===== config.mk =====
export PLATFORM = sky130hd
export DESIGN_NAME = quaternion_orientation_unit
export DESIGN_NICKNAME = d
export VERILOG_FILES = /design/src/rtl/qou_pkg.sv /design/src/rtl/qou_cordic.sv /design/src/rtl/qou_datapath.sv /design/src/rtl/qou_ctrl.sv /design/src/rtl/quaternion_orientation_unit.sv
export SDC_FILE = /design/constraint.sdc
export NUM_CORES = 2
export LEC_CHECK = 0
export ABC_AREA = 1
export BUFFER_PORTS_ARGS = -buffer_cell sky130_fd_sc_hd__buf_4
export CORE_ASPECT_RATIO = 0.8
export CORE_MARGIN = 5
export CORE_UTILIZATION = 53
export DETAILED_ROUTE_END_ITERATION = 7
export PLACE_DENSITY = 0.65
export SLEW_MARGIN = 20
export SYNTH_ARGS = -nofsm -noshare
export SYNTH_HDL_FRONTEND = slang
export SYNTH_HIERARCHICAL = 1
export SYNTH_SLANG_ARGS = --single-unit
export TNS_END_PERCENT = 5

===== constraint.sdc =====
create_clock -name aclk -period 12.7 [get_ports aclk]
set_clock_uncertainty 0.2 [all_clocks]
set_input_delay 3.81 -clock aclk [delete_from_list [all_inputs] [get_ports aclk]]
set_output_delay 3.81 -clock aclk [all_outputs]
set_load 0.02 [all_outputs]

===== src/rtl/qou_pkg.sv =====
// Shared types, constants and tables for the quaternion orientation unit.
// Depends on nothing; every other file in rtl/ refers to it by scoped names.
package qou_pkg;

    localparam int CORDIC_STEPS = 16;
    localparam int FRAC_BITS    = 14;
    localparam int STEP_W       = $clog2(CORDIC_STEPS);
    localparam int CORD_SHIFT   = 30 - FRAC_BITS;
    localparam int TAB_IDX_W    = 5;
    localparam int PC_W         = 6;

    localparam logic signed [34:0] PHASE_PI      = 35'sd3373259426;
    localparam logic signed [34:0] PHASE_HALF_PI = 35'sd1686629713;
    localparam logic signed [33:0] CORDIC_X0     = 34'sd652032874;

    localparam logic [2:0] OP_LOAD  = 3'd0;
    localparam logic [2:0] OP_AXIS  = 3'd1;
    localparam logic [2:0] OP_PYR   = 3'd2;
    localparam logic [2:0] OP_ROT_X = 3'd3;
    localparam logic [2:0] OP_ROT_Y = 3'd4;
    localparam logic [2:0] OP_ROT_Z = 3'd5;
    localparam logic [2:0] OP_MUL   = 3'd6;

    // microprogram start addresses
    localparam logic [PC_W-1:0] PC_LOAD = 6'd0;
    localparam logic [PC_W-1:0] PC_KEEP = 6'd4;
    localparam logic [PC_W-1:0] PC_AXIS = 6'd8;
    localparam logic [PC_W-1:0] PC_PYR  = 6'd12;
    localparam logic [PC_W-1:0] PC_MUL  = 6'd24;

    typedef struct packed {
        logic [2:0]         op;
        logic signed [15:0] angle_a;
        logic signed [15:0] angle_b;
        logic signed [15:0] angle_c;
        logic signed [15:0] in_x;
        logic signed [15:0] in_y;
        logic signed [15:0] in_z;
        logic signed [15:0] in_w;
    } in_item_t;

    typedef struct packed {
        logic signed [15:0] out_x;
        logic signed [15:0] out_y;
        logic signed [15:0] out_z;
        logic signed [15:0] out_w;
    } out_item_t;

    typedef enum logic [4:0] {
        SRC_OX, SRC_OY, SRC_OZ, SRC_OW,
        SRC_RX, SRC_RY, SRC_RZ, SRC_RW,
        SRC_IX, SRC_IY, SRC_IZ, SRC_IW,
        SRC_S0, SRC_C0, SRC_S1, SRC_C1, SRC_S2, SRC_C2,
        SRC_CPCY, SRC_SPSY, SRC_CPSY, SRC_SPCY,
        SRC_ONE
    } src_t;

    typedef enum logic [2:0] {
        DST_RES_X, DST_RES_Y, DST_RES_Z, DST_RES_W,
        DST_CPCY, DST_SPSY, DST_CPSY, DST_SPCY
    } dst_t;

    typedef struct packed {
        src_t a_sel;
        src_t b_sel;
        logic neg;
        logic last;
        dst_t dst;
        logic fin;
    } mac_entry_t;

    typedef struct packed {
        logic            load_in;
        logic            cord_start;
        logic [1:0]      cord_slot;
        logic            rot_load;
        logic [1:0]      rot_axis;
        logic            mac_issue;
        logic [PC_W-1:0] pc;
        logic            commit;
    } ctrl_cmd_t;

    typedef struct packed {
        logic cord_done;
    } dp_status_t;

    function automatic mac_entry_t mk(input src_t a, input src_t b, input logic neg,
                                      input logic last, input dst_t dst, input logic fin);
        mac_entry_t e;
        e.a_sel = a;
        e.b_sel = b;
        e.neg   = neg;
        e.last  = last;
        e.dst   = dst;
        e.fin   = fin;
        return e;
    endfunction

    function automatic mac_entry_t mac_prog(input logic [PC_W-1:0] pc);
        mac_entry_t e;
        case (pc)
            // load
            6'd0:  e = mk(SRC_ONE, SRC_IX, 1'b0, 1'b1, DST_RES_X, 1'b0);
            6'd1:  e = mk(SRC_ONE, SRC_IY, 1'b0, 1'b1, DST_RES_Y, 1'b0);
            6'd2:  e = mk(SRC_ONE, SRC_IZ, 1'b0, 1'b1, DST_RES_Z, 1'b0);
            6'd3:  e = mk(SRC_ONE, SRC_IW, 1'b0, 1'b1, DST_RES_W, 1'b1);
            // keep orientation (unused op)
            6'd4:  e = mk(SRC_ONE, SRC_OX, 1'b0, 1'b1, DST_RES_X, 1'b0);
            6'd5:  e = mk(SRC_ONE, SRC_OY, 1'b0, 1'b1, DST_RES_Y, 1'b0);
            6'd6:  e = mk(SRC_ONE, SRC_OZ, 1'b0, 1'b1, DST_RES_Z, 1'b0);
            6'd7:  e = mk(SRC_ONE, SRC_OW, 1'b0, 1'b1, DST_RES_W, 1'b1);
            // axis-angle
            6'd8:  e = mk(SRC_IX, SRC_S0, 1'b0, 1'b1, DST_RES_X, 1'b0);
            6'd9:  e = mk(SRC_IY, SRC_S0, 1'b0, 1'b1, DST_RES_Y, 1'b0);
            6'd10: e = mk(SRC_IZ, SRC_S0, 1'b0, 1'b1, DST_RES_Z, 1'b0);
            6'd11: e = mk(SRC_ONE, SRC_C0, 1'b0, 1'b1, DST_RES_W, 1'b1);
            // pitch-yaw-roll
            6'd12: e = mk(SRC_C0, SRC_C1, 1'b0, 1'b1, DST_CPCY, 1'b0);
            6'd13: e = mk(SRC_S0, SRC_S1, 1'b0, 1'b1, DST_SPSY, 1'b0);
            6'd14: e = mk(SRC_C0, SRC_S1, 1'b0, 1'b1, DST_CPSY, 1'b0);
            6'd15: e = mk(SRC_S0, SRC_C1, 1'b0, 1'b1, DST_SPCY, 1'b0);
            6'd16: e = mk(SRC_S2, SRC_CPCY, 1'b0, 1'b0, DST_RES_X, 1'b0);
            6'd17: e = mk(SRC_C2, SRC_SPSY, 1'b1, 1'b1, DST_RES_X, 1'b0);
            6'd18: e = mk(SRC_C2, SRC_SPCY, 1'b0, 1'b0, DST_RES_Y, 1'b0);
            6'd19: e = mk(SRC_S2, SRC_CPSY, 1'b0, 1'b1, DST_RES_Y, 1'b0);
            6'd20: e = mk(SRC_C2, SRC_CPSY, 1'b0, 1'b0, DST_RES_Z, 1'b0);
            6'd21: e = mk(SRC_S2, SRC_SPCY, 1'b1, 1'b1, DST_RES_Z, 1'b0);
            6'd22: e = mk(SRC_C2, SRC_CPCY, 1'b0, 1'b0, DST_RES_W, 1'b0);
            6'd23: e = mk(SRC_S2, SRC_SPSY, 1'b0, 1'b1, DST_RES_W, 1'b1);
            // Hamilton product on the right
            6'd24: e = mk(SRC_OW, SRC_RW, 1'b0, 1'b0, DST_RES_W, 1'b0);
            6'd25: e = mk(SRC_OX, SRC_RX, 1'b1, 1'b0, DST_RES_W, 1'b0);
            6'd26: e = mk(SRC_OY, SRC_RY, 1'b1, 1'b0, DST_RES_W, 1'b0);
            6'd27: e = mk(SRC_OZ, SRC_RZ, 1'b1, 1'b1, DST_RES_W, 1'b0);
            6'd28: e = mk(SRC_OY, SRC_RZ, 1'b0, 1'b0, DST_RES_X, 1'b0);
            6'd29: e = mk(SRC_OZ, SRC_RY, 1'b1, 1'b0, DST_RES_X, 1'b0);
            6'd30: e = mk(SRC_OW, SRC_RX, 1'b0, 1'b0, DST_RES_X, 1'b0);
            6'd31: e = mk(SRC_OX, SRC_RW, 1'b0, 1'b1, DST_RES_X, 1'b0);
            6'd32: e = mk(SRC_OZ, SRC_RX, 1'b0, 1'b0, DST_RES_Y, 1'b0);
            6'd33: e = mk(SRC_OX, SRC_RZ, 1'b1, 1'b0, DST_RES_Y, 1'b0);
            6'd34: e = mk(SRC_OW, SRC_RY, 1'b0, 1'b0, DST_RES_Y, 1'b0);
            6'd35: e = mk(SRC_OY, SRC_RW, 1'b0, 1'b1, DST_RES_Y, 1'b0);
            6'd36: e = mk(SRC_OX, SRC_RY, 1'b0, 1'b0, DST_RES_Z, 1'b0);
            6'd37: e = mk(SRC_OY, SRC_RX, 1'b1, 1'b0, DST_RES_Z, 1'b0);
            6'd38: e = mk(SRC_OW, SRC_RZ, 1'b0, 1'b0, DST_RES_Z, 1'b0);
            6'd39: e = mk(SRC_OZ, SRC_RW, 1'b0, 1'b1, DST_RES_Z, 1'b1);
            default: e = mk(SRC_ONE, SRC_OX, 1'b0, 1'b1, DST_RES_X, 1'b1);
        endcase
        return e;
    endfunction

    // truncated Q30 arctangent table
    function automatic logic signed [34:0] atan_q30(input logic [TAB_IDX_W-1:0] i);
        logic signed [34:0] v;
        case (i)
            5'd0:  v = 35'sh3243F6A8;
            5'd1:  v = 35'sh1DAC6705;
            5'd2:  v = 35'sh0FADBAFC;
            5'd3:  v = 35'sh07F56EA6;
            5'd4:  v = 35'sh03FEAB76;
            5'd5:  v = 35'sh01FFD55B;
            5'd6:  v = 35'sh00FFFAAA;
            5'd7:  v = 35'sh007FFF55;
            5'd8:  v = 35'sh003FFFEA;
            5'd9:  v = 35'sh001FFFFD;
            5'd10: v = 35'sh000FFFFF;
            5'd11: v = 35'sh0007FFFF;
            5'd12: v = 35'sh0003FFFF;
            5'd13: v = 35'sh0001FFFF;
            5'd14: v = 35'sh0000FFFF;
            5'd15: v = 35'sh00007FFF;
            5'd16: v = 35'sh00003FFF;
            5'd17: v = 35'sh00001FFF;
            5'd18: v = 35'sh00000FFF;
            5'd19: v = 35'sh000007FF;
            5'd20: v = 35'sh000003FF;
            5'd21: v = 35'sh000001FF;
            5'd22: v = 35'sh000000FF;
            5'd23: v = 35'sh0000007F;
            default: v = 35'sd0;
        endcase
        return v;
    endfunction

    function automatic logic signed [15:0] sat16(input logic signed [39:0] v);
        logic signed [15:0] r;
        if (v > 40'sd32767) begin
            r = 16'sh7FFF;
        end else if (v < -40'sd32768) begin
            r = 16'sh8000;
        end else begin
            r = v[15:0];
        end
        return r;
    endfunction

endpackage


===== src/rtl/qou_cordic.sv =====
// Iterative rotation-mode CORDIC: half-angle sine and cosine, one step a cycle.
// Depends on qou_pkg (constants, arctangent table).
module qou_cordic (
    input  logic               aclk,
    input  logic               aresetn,
    input  logic               start,
    input  logic signed [15:0] angle,
    output logic               done,
    output logic signed [17:0] sin_out,
    output logic signed [17:0] cos_out
);

    typedef enum logic [1:0] {C_IDLE, C_REDUCE, C_ITER, C_FINISH} cstate_t;

    cstate_t                   state_reg;
    logic signed [34:0]        z_reg;
    logic signed [33:0]        x_reg;
    logic signed [33:0]        y_reg;
    logic                      flip_reg;
    logic [qou_pkg::STEP_W-1:0] i_reg;
    logic                      done_reg;
    logic signed [17:0]        sin_reg;
    logic signed [17:0]        cos_reg;

    logic signed [33:0] dx, dy, xf, yf, xr, yr;
    logic signed [34:0] atan;

    always_comb begin
        dx   = y_reg >>> i_reg;
        dy   = x_reg >>> i_reg;
        atan = qou_pkg::atan_q30(qou_pkg::TAB_IDX_W'(i_reg));
        xf   = flip_reg ? -x_reg : x_reg;
        yf   = flip_reg ? -y_reg : y_reg;
        xr   = (xf + (34'sd1 <<< (qou_pkg::CORD_SHIFT - 1))) >>> qou_pkg::CORD_SHIFT;
        yr   = (yf + (34'sd1 <<< (qou_pkg::CORD_SHIFT - 1))) >>> qou_pkg::CORD_SHIFT;
    end

    always_ff @(posedge aclk) begin
        if (!aresetn) begin
            state_reg <= C_IDLE;
            done_reg  <= 1'b0;
        end else begin
            done_reg <= 1'b0;
            case (state_reg)
                C_IDLE: begin
                    if (start) begin
                        z_reg     <= 35'(angle) <<< 17;
                        x_reg     <= qou_pkg::CORDIC_X0;
                        y_reg     <= 34'sd0;
                        flip_reg  <= 1'b0;
                        i_reg     <= '0;
                        state_reg <= C_REDUCE;
                    end
                end
                C_REDUCE: begin
                    // fold the phase into [-pi/2, pi/2], negating on each step
                    if (z_reg > qou_pkg::PHASE_HALF_PI) begin
                        z_reg    <= z_reg - qou_pkg::PHASE_PI;
                        flip_reg <= ~flip_reg;
                    end else if (z_reg < -qou_pkg::PHASE_HALF_PI) begin
                        z_reg    <= z_reg + qou_pkg::PHASE_PI;
                        flip_reg <= ~flip_reg;
                    end else begin
                        state_reg <= C_ITER;
                    end
                end
                C_ITER: begin
                    if (z_reg >= 35'sd0) begin
                        x_reg <= x_reg - dx;
                        y_reg <= y_reg + dy;
                        z_reg <= z_reg - atan;
                    end else begin
                        x_reg <= x_reg + dx;
                        y_reg <= y_reg - dy;
                        z_reg <= z_reg + atan;
                    end
                    i_reg <= i_reg + 1'b1;
                    if (i_reg == qou_pkg::STEP_W'(qou_pkg::CORDIC_STEPS - 1)) begin
                        state_reg <= C_FINISH;
                    end
                end
                C_FINISH: begin
                    cos_reg   <= xr[17:0];
                    sin_reg   <= yr[17:0];
                    done_reg  <= 1'b1;
                    state_reg <= C_IDLE;
                end
                default: begin
                    state_reg <= C_IDLE;
                end
            endcase
        end
    end

    assign done    = done_reg;
    assign sin_out = sin_reg;
    assign cos_out = cos_reg;

endmodule


===== src/rtl/qou_datapath.sv =====
// Datapath: orientation, operand and sine/cosine registers, shared multiply-accumulate.
// Depends on qou_pkg and qou_cordic.
module qou_datapath (
    input  logic                 aclk,
    input  logic                 aresetn,
    input  qou_pkg::in_item_t    in_item,
    input  qou_pkg::ctrl_cmd_t   cmd,
    output qou_pkg::dp_status_t  status,
    output qou_pkg::out_item_t   out_item
);

    qou_pkg::in_item_t  item_reg;
    logic signed [15:0] ox_reg, oy_reg, oz_reg, ow_reg;
    logic signed [15:0] rx_reg, ry_reg, rz_reg, rw_reg;
    logic signed [15:0] res_x_reg, res_y_reg, res_z_reg, res_w_reg;
    logic signed [17:0] s_reg [3];
    logic signed [17:0] c_reg [3];
    logic signed [17:0] cpcy_reg, spsy_reg, cpsy_reg, spcy_reg;
    logic signed [35:0] prod_reg;
    logic               pvalid_reg;
    qou_pkg::mac_entry_t pent_reg;
    logic signed [39:0] acc_reg;
    qou_pkg::out_item_t out_reg;

    qou_pkg::mac_entry_t ent;
    logic signed [17:0] op_a, op_b;
    logic signed [15:0] angle_sel;
    logic signed [39:0] sum, rnd;
    logic               cord_done;
    logic signed [17:0] cord_sin, cord_cos;
    logic signed [15:0] s_sat, c_sat;

    function automatic logic signed [17:0] pick(input qou_pkg::src_t sel,
        input logic signed [15:0] ox, input logic signed [15:0] oy,
        input logic signed [15:0] oz, input logic signed [15:0] ow,
        input logic signed [15:0] rx, input logic signed [15:0] ry,
        input logic signed [15:0] rz, input logic signed [15:0] rw,
        input qou_pkg::in_item_t it,
        input logic signed [17:0] s0, input logic signed [17:0] c0,
        input logic signed [17:0] s1, input logic signed [17:0] c1,
        input logic signed [17:0] s2, input logic signed [17:0] c2,
        input logic signed [17:0] p0, input logic signed [17:0] p1,
        input logic signed [17:0] p2, input logic signed [17:0] p3);
        logic signed [17:0] v;
        case (sel)
            qou_pkg::SRC_OX:   v = 18'(ox);
            qou_pkg::SRC_OY:   v = 18'(oy);
            qou_pkg::SRC_OZ:   v = 18'(oz);
            qou_pkg::SRC_OW:   v = 18'(ow);
            qou_pkg::SRC_RX:   v = 18'(rx);
            qou_pkg::SRC_RY:   v = 18'(ry);
            qou_pkg::SRC_RZ:   v = 18'(rz);
            qou_pkg::SRC_RW:   v = 18'(rw);
            qou_pkg::SRC_IX:   v = 18'(it.in_x);
            qou_pkg::SRC_IY:   v = 18'(it.in_y);
            qou_pkg::SRC_IZ:   v = 18'(it.in_z);
            qou_pkg::SRC_IW:   v = 18'(it.in_w);
            qou_pkg::SRC_S0:   v = s0;
            qou_pkg::SRC_C0:   v = c0;
            qou_pkg::SRC_S1:   v = s1;
            qou_pkg::SRC_C1:   v = c1;
            qou_pkg::SRC_S2:   v = s2;
            qou_pkg::SRC_C2:   v = c2;
            qou_pkg::SRC_CPCY: v = p0;
            qou_pkg::SRC_SPSY: v = p1;
            qou_pkg::SRC_CPSY: v = p2;
            qou_pkg::SRC_SPCY: v = p3;
            qou_pkg::SRC_ONE:  v = 18'sd1 <<< qou_pkg::FRAC_BITS;
            default:           v = 18'sd0;
        endcase
        return v;
    endfunction

    always_comb begin
        case (cmd.cord_slot)
            2'd1:    angle_sel = item_reg.angle_b;
            2'd2:    angle_sel = item_reg.angle_c;
            default: angle_sel = item_reg.angle_a;
        endcase
    end

    qou_cordic u_cordic (
        .aclk    (aclk),
        .aresetn (aresetn),
        .start   (cmd.cord_start),
        .angle   (angle_sel),
        .done    (cord_done),
        .sin_out (cord_sin),
        .cos_out (cord_cos)
    );

    always_comb begin
        ent  = qou_pkg::mac_prog(cmd.pc);
        op_a = pick(ent.a_sel, ox_reg, oy_reg, oz_reg, ow_reg, rx_reg, ry_reg, rz_reg,
                    rw_reg, item_reg, s_reg[0], c_reg[0], s_reg[1], c_reg[1], s_reg[2],
                    c_reg[2], cpcy_reg, spsy_reg, cpsy_reg, spcy_reg);
        op_b = pick(ent.b_sel, ox_reg, oy_reg, oz_reg, ow_reg, rx_reg, ry_reg, rz_reg,
                    rw_reg, item_reg, s_reg[0], c_reg[0], s_reg[1], c_reg[1], s_reg[2],
                    c_reg[2], cpcy_reg, spsy_reg, cpsy_reg, spcy_reg);
        sum  = pent_reg.neg ? acc_reg - 40'(prod_reg) : acc_reg + 40'(prod_reg);
        rnd  = (sum + (40'sd1 <<< (qou_pkg::FRAC_BITS - 1))) >>> qou_pkg::FRAC_BITS;
        s_sat = qou_pkg::sat16(40'(s_reg[0]));
        c_sat = qou_pkg::sat16(40'(c_reg[0]));
    end

    always_ff @(posedge aclk) begin
        if (!aresetn) begin
            ox_reg     <= 16'sd0;
            oy_reg     <= 16'sd0;
            oz_reg     <= 16'sd0;
            ow_reg     <= 16'sd16384;
            pvalid_reg <= 1'b0;
            acc_reg    <= 40'sd0;
        end else begin
            if (cmd.load_in) begin
                item_reg <= in_item;
                rx_reg   <= in_item.in_x;
                ry_reg   <= in_item.in_y;
                rz_reg   <= in_item.in_z;
                rw_reg   <= in_item.in_w;
                acc_reg  <= 40'sd0;
            end
            if (cord_done) begin
                s_reg[cmd.cord_slot] <= cord_sin;
                c_reg[cmd.cord_slot] <= cord_cos;
            end
            if (cmd.rot_load) begin
                // axis quaternion: sine on the chosen axis, cosine in w
                rx_reg <= (cmd.rot_axis == 2'd0) ? s_sat : 16'sd0;
                ry_reg <= (cmd.rot_axis == 2'd1) ? s_sat : 16'sd0;
                rz_reg <= (cmd.rot_axis == 2'd2) ? s_sat : 16'sd0;
                rw_reg <= c_sat;
            end

            // stage 1: product
            pvalid_reg <= cmd.mac_issue;
            if (cmd.mac_issue) begin
                prod_reg <= op_a * op_b;
                pent_reg <= ent;
            end

            // stage 2: accumulate, round and write on the last term
            if (pvalid_reg) begin
                if (pent_reg.last) begin
                    acc_reg <= 40'sd0;
                    case (pent_reg.dst)
                        qou_pkg::DST_RES_X: res_x_reg <= qou_pkg::sat16(rnd);
                        qou_pkg::DST_RES_Y: res_y_reg <= qou_pkg::sat16(rnd);
                        qou_pkg::DST_RES_Z: res_z_reg <= qou_pkg::sat16(rnd);
                        qou_pkg::DST_RES_W: res_w_reg <= qou_pkg::sat16(rnd);
                        qou_pkg::DST_CPCY:  cpcy_reg  <= rnd[17:0];
                        qou_pkg::DST_SPSY:  spsy_reg  <= rnd[17:0];
                        qou_pkg::DST_CPSY:  cpsy_reg  <= rnd[17:0];
                        qou_pkg::DST_SPCY:  spcy_reg  <= rnd[17:0];
                        default:            cpcy_reg  <= cpcy_reg;
                    endcase
                end else begin
                    acc_reg <= sum;
                end
            end

            if (cmd.commit) begin
                ox_reg        <= res_x_reg;
                oy_reg        <= res_y_reg;
                oz_reg        <= res_z_reg;
                ow_reg        <= res_w_reg;
                out_reg.out_x <= res_x_reg;
                out_reg.out_y <= res_y_reg;
                out_reg.out_z <= res_z_reg;
                out_reg.out_w <= res_w_reg;
            end
        end
    end

    assign status.cord_done = cord_done;
    assign out_item         = out_reg;

endmodule


===== src/rtl/qou_ctrl.sv =====
// Controller: sequences the CORDIC runs and the multiply-accumulate microprogram.
// Depends on qou_pkg.
module qou_ctrl (
    input  logic                aclk,
    input  logic                aresetn,
    input  logic                s_valid,
    output logic                s_ready,
    input  logic [2:0]          in_op,
    output logic                m_valid,
    input  logic                m_ready,
    input  qou_pkg::dp_status_t status,
    output qou_pkg::ctrl_cmd_t  cmd
);

    typedef enum logic [2:0] {
        ST_IDLE, ST_CORD_START, ST_CORD_WAIT, ST_ROT, ST_MAC, ST_DRAIN, ST_COMMIT
    } state_t;

    state_t                   state_reg;
    logic [2:0]               op_reg;
    logic [1:0]               kidx_reg;
    logic [qou_pkg::PC_W-1:0] pc_reg;
    logic                     m_valid_reg;

    logic accept, out_free, is_rot, needs_cord;
    qou_pkg::mac_entry_t ent;
    logic [qou_pkg::PC_W-1:0] pc_start;
    logic [2:0] rot_idx;

    always_comb begin
        accept     = s_valid && (state_reg == ST_IDLE);
        out_free   = !m_valid_reg || m_ready;
        is_rot     = (op_reg == qou_pkg::OP_ROT_X) || (op_reg == qou_pkg::OP_ROT_Y)
                  || (op_reg == qou_pkg::OP_ROT_Z);
        needs_cord = (in_op == qou_pkg::OP_AXIS) || (in_op == qou_pkg::OP_PYR)
                  || (in_op == qou_pkg::OP_ROT_X) || (in_op == qou_pkg::OP_ROT_Y)
                  || (in_op == qou_pkg::OP_ROT_Z);
        ent        = qou_pkg::mac_prog(pc_reg);
        rot_idx    = op_reg - qou_pkg::OP_ROT_X;
        case (in_op)
            qou_pkg::OP_LOAD:  pc_start = qou_pkg::PC_LOAD;
            qou_pkg::OP_AXIS:  pc_start = qou_pkg::PC_AXIS;
            qou_pkg::OP_PYR:   pc_start = qou_pkg::PC_PYR;
            qou_pkg::OP_ROT_X: pc_start = qou_pkg::PC_MUL;
            qou_pkg::OP_ROT_Y: pc_start = qou_pkg::PC_MUL;
            qou_pkg::OP_ROT_Z: pc_start = qou_pkg::PC_MUL;
            qou_pkg::OP_MUL:   pc_start = qou_pkg::PC_MUL;
            default:           pc_start = qou_pkg::PC_KEEP;
        endcase

        cmd            = '0;
        cmd.load_in    = accept;
        cmd.cord_start = (state_reg == ST_CORD_START);
        cmd.cord_slot  = kidx_reg;
        cmd.rot_load   = (state_reg == ST_ROT);
        cmd.rot_axis   = rot_idx[1:0];
        cmd.mac_issue  = (state_reg == ST_MAC);
        cmd.pc         = pc_reg;
        cmd.commit     = (state_reg == ST_COMMIT) && out_free;
    end

    always_ff @(posedge aclk) begin
        if (!aresetn) begin
            state_reg   <= ST_IDLE;
            m_valid_reg <= 1'b0;
            kidx_reg    <= 2'd0;
        end else begin
            if (m_valid_reg && m_ready) begin
                m_valid_reg <= 1'b0;
            end
            case (state_reg)
                ST_IDLE: begin
                    if (accept) begin
                        op_reg    <= in_op;
                        kidx_reg  <= 2'd0;
                        pc_reg    <= pc_start;
                        state_reg <= needs_cord ? ST_CORD_START : ST_MAC;
                    end
                end
                ST_CORD_START: begin
                    state_reg <= ST_CORD_WAIT;
                end
                ST_CORD_WAIT: begin
                    if (status.cord_done) begin
                        if ((op_reg == qou_pkg::OP_PYR) && (kidx_reg != 2'd2)) begin
                            kidx_reg  <= kidx_reg + 2'd1;
                            state_reg <= ST_CORD_START;
                        end else if (is_rot) begin
                            state_reg <= ST_ROT;
                        end else begin
                            state_reg <= ST_MAC;
                        end
                    end
                end
                ST_ROT: begin
                    state_reg <= ST_MAC;
                end
                ST_MAC: begin
                    pc_reg <= pc_reg + 1'b1;
                    if (ent.fin) begin
                        state_reg <= ST_DRAIN;
                    end
                end
                ST_DRAIN: begin
                    state_reg <= ST_COMMIT;
                end
                ST_COMMIT: begin
                    if (out_free) begin
                        m_valid_reg <= 1'b1;
                        state_reg   <= ST_IDLE;
                    end
                end
                default: begin
                    state_reg <= ST_IDLE;
                end
            endcase
        end
    end

    assign s_ready = (state_reg == ST_IDLE);
    assign m_valid = m_valid_reg;

endmodule


===== src/rtl/quaternion_orientation_unit.sv =====
// Quaternion orientation unit, top level: controller plus datapath.
// Each CORDIC run is at most one phase fold, CORDIC_STEPS steps and a finish; the single shared
// multiplier works each term through a product and an accumulate stage. One item at a time:
// the next input transfer is taken at the earliest in the cycle the result goes valid, also
// while that result is stalled. Reset (aresetn low, synchronous) sets the orientation to
// identity and drops results.
// Depends on qou_pkg, qou_ctrl, qou_datapath, qou_cordic.
module quaternion_orientation_unit (
    input  logic               aclk,
    input  logic               aresetn,
    // input transfer channel
    input  logic               s_valid,
    output logic               s_ready,
    input  qou_pkg::in_item_t  s_data,
    // result transfer channel
    output logic               m_valid,
    input  logic               m_ready,
    output qou_pkg::out_item_t m_data
);

    qou_pkg::ctrl_cmd_t  cmd;
    qou_pkg::dp_status_t status;

    // Sequence each transfer: capture, run CORDIC per angle, run the
    // multiply-accumulate microprogram, then commit into the output register.
    // The next transfer is taken while the previous result still waits.
    qou_ctrl u_ctrl (
        .aclk    (aclk),
        .aresetn (aresetn),
        .s_valid (s_valid),
        .s_ready (s_ready),
        .in_op   (s_data.op),
        .m_valid (m_valid),
        .m_ready (m_ready),
        .status  (status),
        .cmd     (cmd)
    );

    // Hold orientation, operands and intermediate terms; one multiply a cycle.
    qou_datapath u_datapath (
        .aclk     (aclk),
        .aresetn  (aresetn),
        .in_item  (s_data),
        .cmd      (cmd),
        .status   (status),
        .out_item (m_data)
    );

endmodule


==> metrics <==
Worst-Margin Slew 1.26 ns; Post-synth EDFFs 678; hold depth 0; Clk pin slew, worst setup/hold paths 0.06 ns; Root Buffer clkbuf_16; die width 406 um; RePlAce Congestion 1.02; Routed Antenna Nets 0; max_slew headroom 15.9%; Tot GR Track Use 34.7%; routed len/inst 22.8 um; status finished, final reports clean; Max-cap violations 0; Vias 60,600; cell mode on critical path inv_1; antenna violations before repair 5; reg2reg end u_datapath/prod_reg[30]; clk_lat worst skew 0.72 ns; standard-cell row count 116; crit share post-route 85.5%; worst-path fanout max 18; Setup CP Type flip-flop to flip-flop; global-route wire length before repair 349,000 um; CP required 12.97 ns; most common cell in the netlist nand2_1; min Tclk post-route 10.86 ns; drt first-iter violations 7,504; DR pass1 iterations 8; Layout Nets 9,403; Critical Path End Type flip-flop; CTS sink count 822; Peak Freq 92.1 MHz; Crit path arrival time 11.13 ns; min-delay src u_datapath/res_y_reg[9]; Top FF cell, synth edfxtp_1; GRT Residual Overflow 0; CTS Buf Count 87; post-cts resize count 0; Setup-failing EPs final 0; Post-synth top cells nand2_1, inv_1, nor2_1; R2R depth 28; clock buffer depth 3; CTS tree done; post-synthesis cell count 8,546; die footprint 133,000 sq um; asr flop ratio synth 0%; syn_nets 9,299; setup TNS 0 ns; Die Height 327 um; slowest stage delay, CP 0.99 ns; Yosys top cell by area edfxtp_1; Final Slew Violations 0; FF+latch count, synth 822; PortBufs 184; CP Launch Type flip-flop; IO Pins 185; area grow syn2layout 8.77%; Avg Cell Area, Syn 7.77 sq um; final hold vios 0; Yosys cell types 78; pin count of the biggest net entering global routing 103; Worst path slowest cell nand4_1; Ys Warns 6; vias in the first global route 55,667; FF-to-FF setup slack 1.84 ns; RSZ-0062 raised after global routing false; vias per cell 5.84; top cells by area, synth edfxtp_1, nand2_1, fa_1, inv_1, ha_1; final WL 236,000 um; r2r startpoint u_ctrl/pc_reg[2]; Initial Util 53.2%; top cell type's share of synthesized area 30.6%; Mapped Area 66,400 sq um; Core Area 125,000 sq um; Worst Hold End u_datapath/out_item[41]; max reg flops 112; hold buffer count at cts 0; H-tree levels 3; post-CTS setup buffer count 0; drt drc 0; DP HPWL 187,000 um; sequential area share after synthesis 35.0%; share of layout cells above drive strength 1 7.20%; min-delay worst type flip-flop to flip-flop
cell families after synthesis:
group | Yosys count | synth area share [%]
compound gates | 1371 | 12.0
flops | 822 | 35.0
simple gates | 3828 | 24.4
xor+xnor | 232 | 3.09
fa+ha+maj | 634 | 15.7
buf+inv | 1659 | 9.78
area by class of cell:
| cell class | instances | area (sq um) |
|---|---|---|
| Sequential cell | 822 | 23200 |
| Clock buffer | 110 | 2450 |
| Timing Repair Buffer | 238 | 1810 |
| Antenna cell | 1 | 2.50 |
| Clock inverter | 53 | 532 |
| Multi-Input combinational cell | 6065 | 36800 |
| Tap cell | 1652 | 2070 |
| Inverter | 1436 | 5400 |
| Fill cell | 11583 | 52600 |
worst max path at each step:
stage / start / endpoint / cells past startpoint / slack (ns)
global placement: u_ctrl/pc_reg[2] / u_datapath/prod_reg[30] / 28 / 2.12
detailed placement: u_ctrl/pc_reg[2] / u_datapath/prod_reg[30] / 28 / 2.11
floorplan: aresetn / u_datapath/rw_reg[0] / 2 / 3.55
CTS: u_ctrl/pc_reg[1] / u_datapath/prod_reg[30] / 30 / 2.08
finish: u_ctrl/pc_reg[2] / u_datapath/prod_reg[30] / 28 / 1.84
global route: u_ctrl/pc_reg[1] / u_datapath/prod_reg[28] / 34 / 1.26
per-layer routing:
metal	share of wire [%]	GRT usage, %	up-vias
met1	43	50.2	28968
met5	0.011	0	-
met3	10	7.40	445
li1	-	-	28185
met4	3.4	9.59	4
met2	43	52.9	2998
cell usage in the layout, fill, tap and decap left out, types with 39 or more instances in the layout:
| master | Yosys | layout |
|---|---|---|
| ha_1 | 299 | 298 |
| fa_1 | 335 | 335 |
| edfxtp_1 | 678 | 678 |
| nand3_1 | 605 | 605 |
| dfxtp_1 | 144 | 144 |
| nand2_2 | 51 | 51 |
| nor2_1 | 721 | 714 |
| clkbuf_16 | 0 | 93 |
| nor3_1 | 82 | 80 |
| nor2_2 | 36 | 39 |
| a31oi_1 | 47 | 47 |
| o21ai_0 | 466 | 464 |
| o22ai_1 | 60 | 60 |
| xor2_1 | 159 | 159 |
| nand2_1 | 2121 | 2121 |
| inv_1 | 1389 | 1384 |
| a211oi_1 | 46 | 46 |
| buf_4 | 15 | 237 |
| a221oi_1 | 39 | 39 |
| xnor2_1 | 70 | 70 |
| nand4_1 | 82 | 82 |
| inv_2 | 42 | 45 |
| a21oi_1 | 496 | 495 |
metrics by stage:
stage	std cells	hold slack (ns)	setup WS, ns	instance area (sq um)	util (%)
after floorplan	8546	0.221	3.55	66400	-
after global placement	10212	0.222	2.12	69200	55.5
after detailed placement	10212	0.228	2.11	69200	55.5
after CTS	10375	0.240	2.08	72200	57.9
after global routing	10376	0.255	1.26	72300	57.9
final	10377	0.243	1.84	72300	57.9
critical path: cells and delay by family, from the launching register on:
family                     cells  cell delay, ns
xor gates and xnor gates       1            0.42
DFF                            1            0.68
and+or+nand+nor                7            2.61
adders and majority gates      8            3.97
buffers and inverters          9            1.27
AOI/OAI and AO/OA              3            1.40
Power is not shown: default switching activity piles up to over one toggle a cycle in this logic, so the estimate is an artifact.
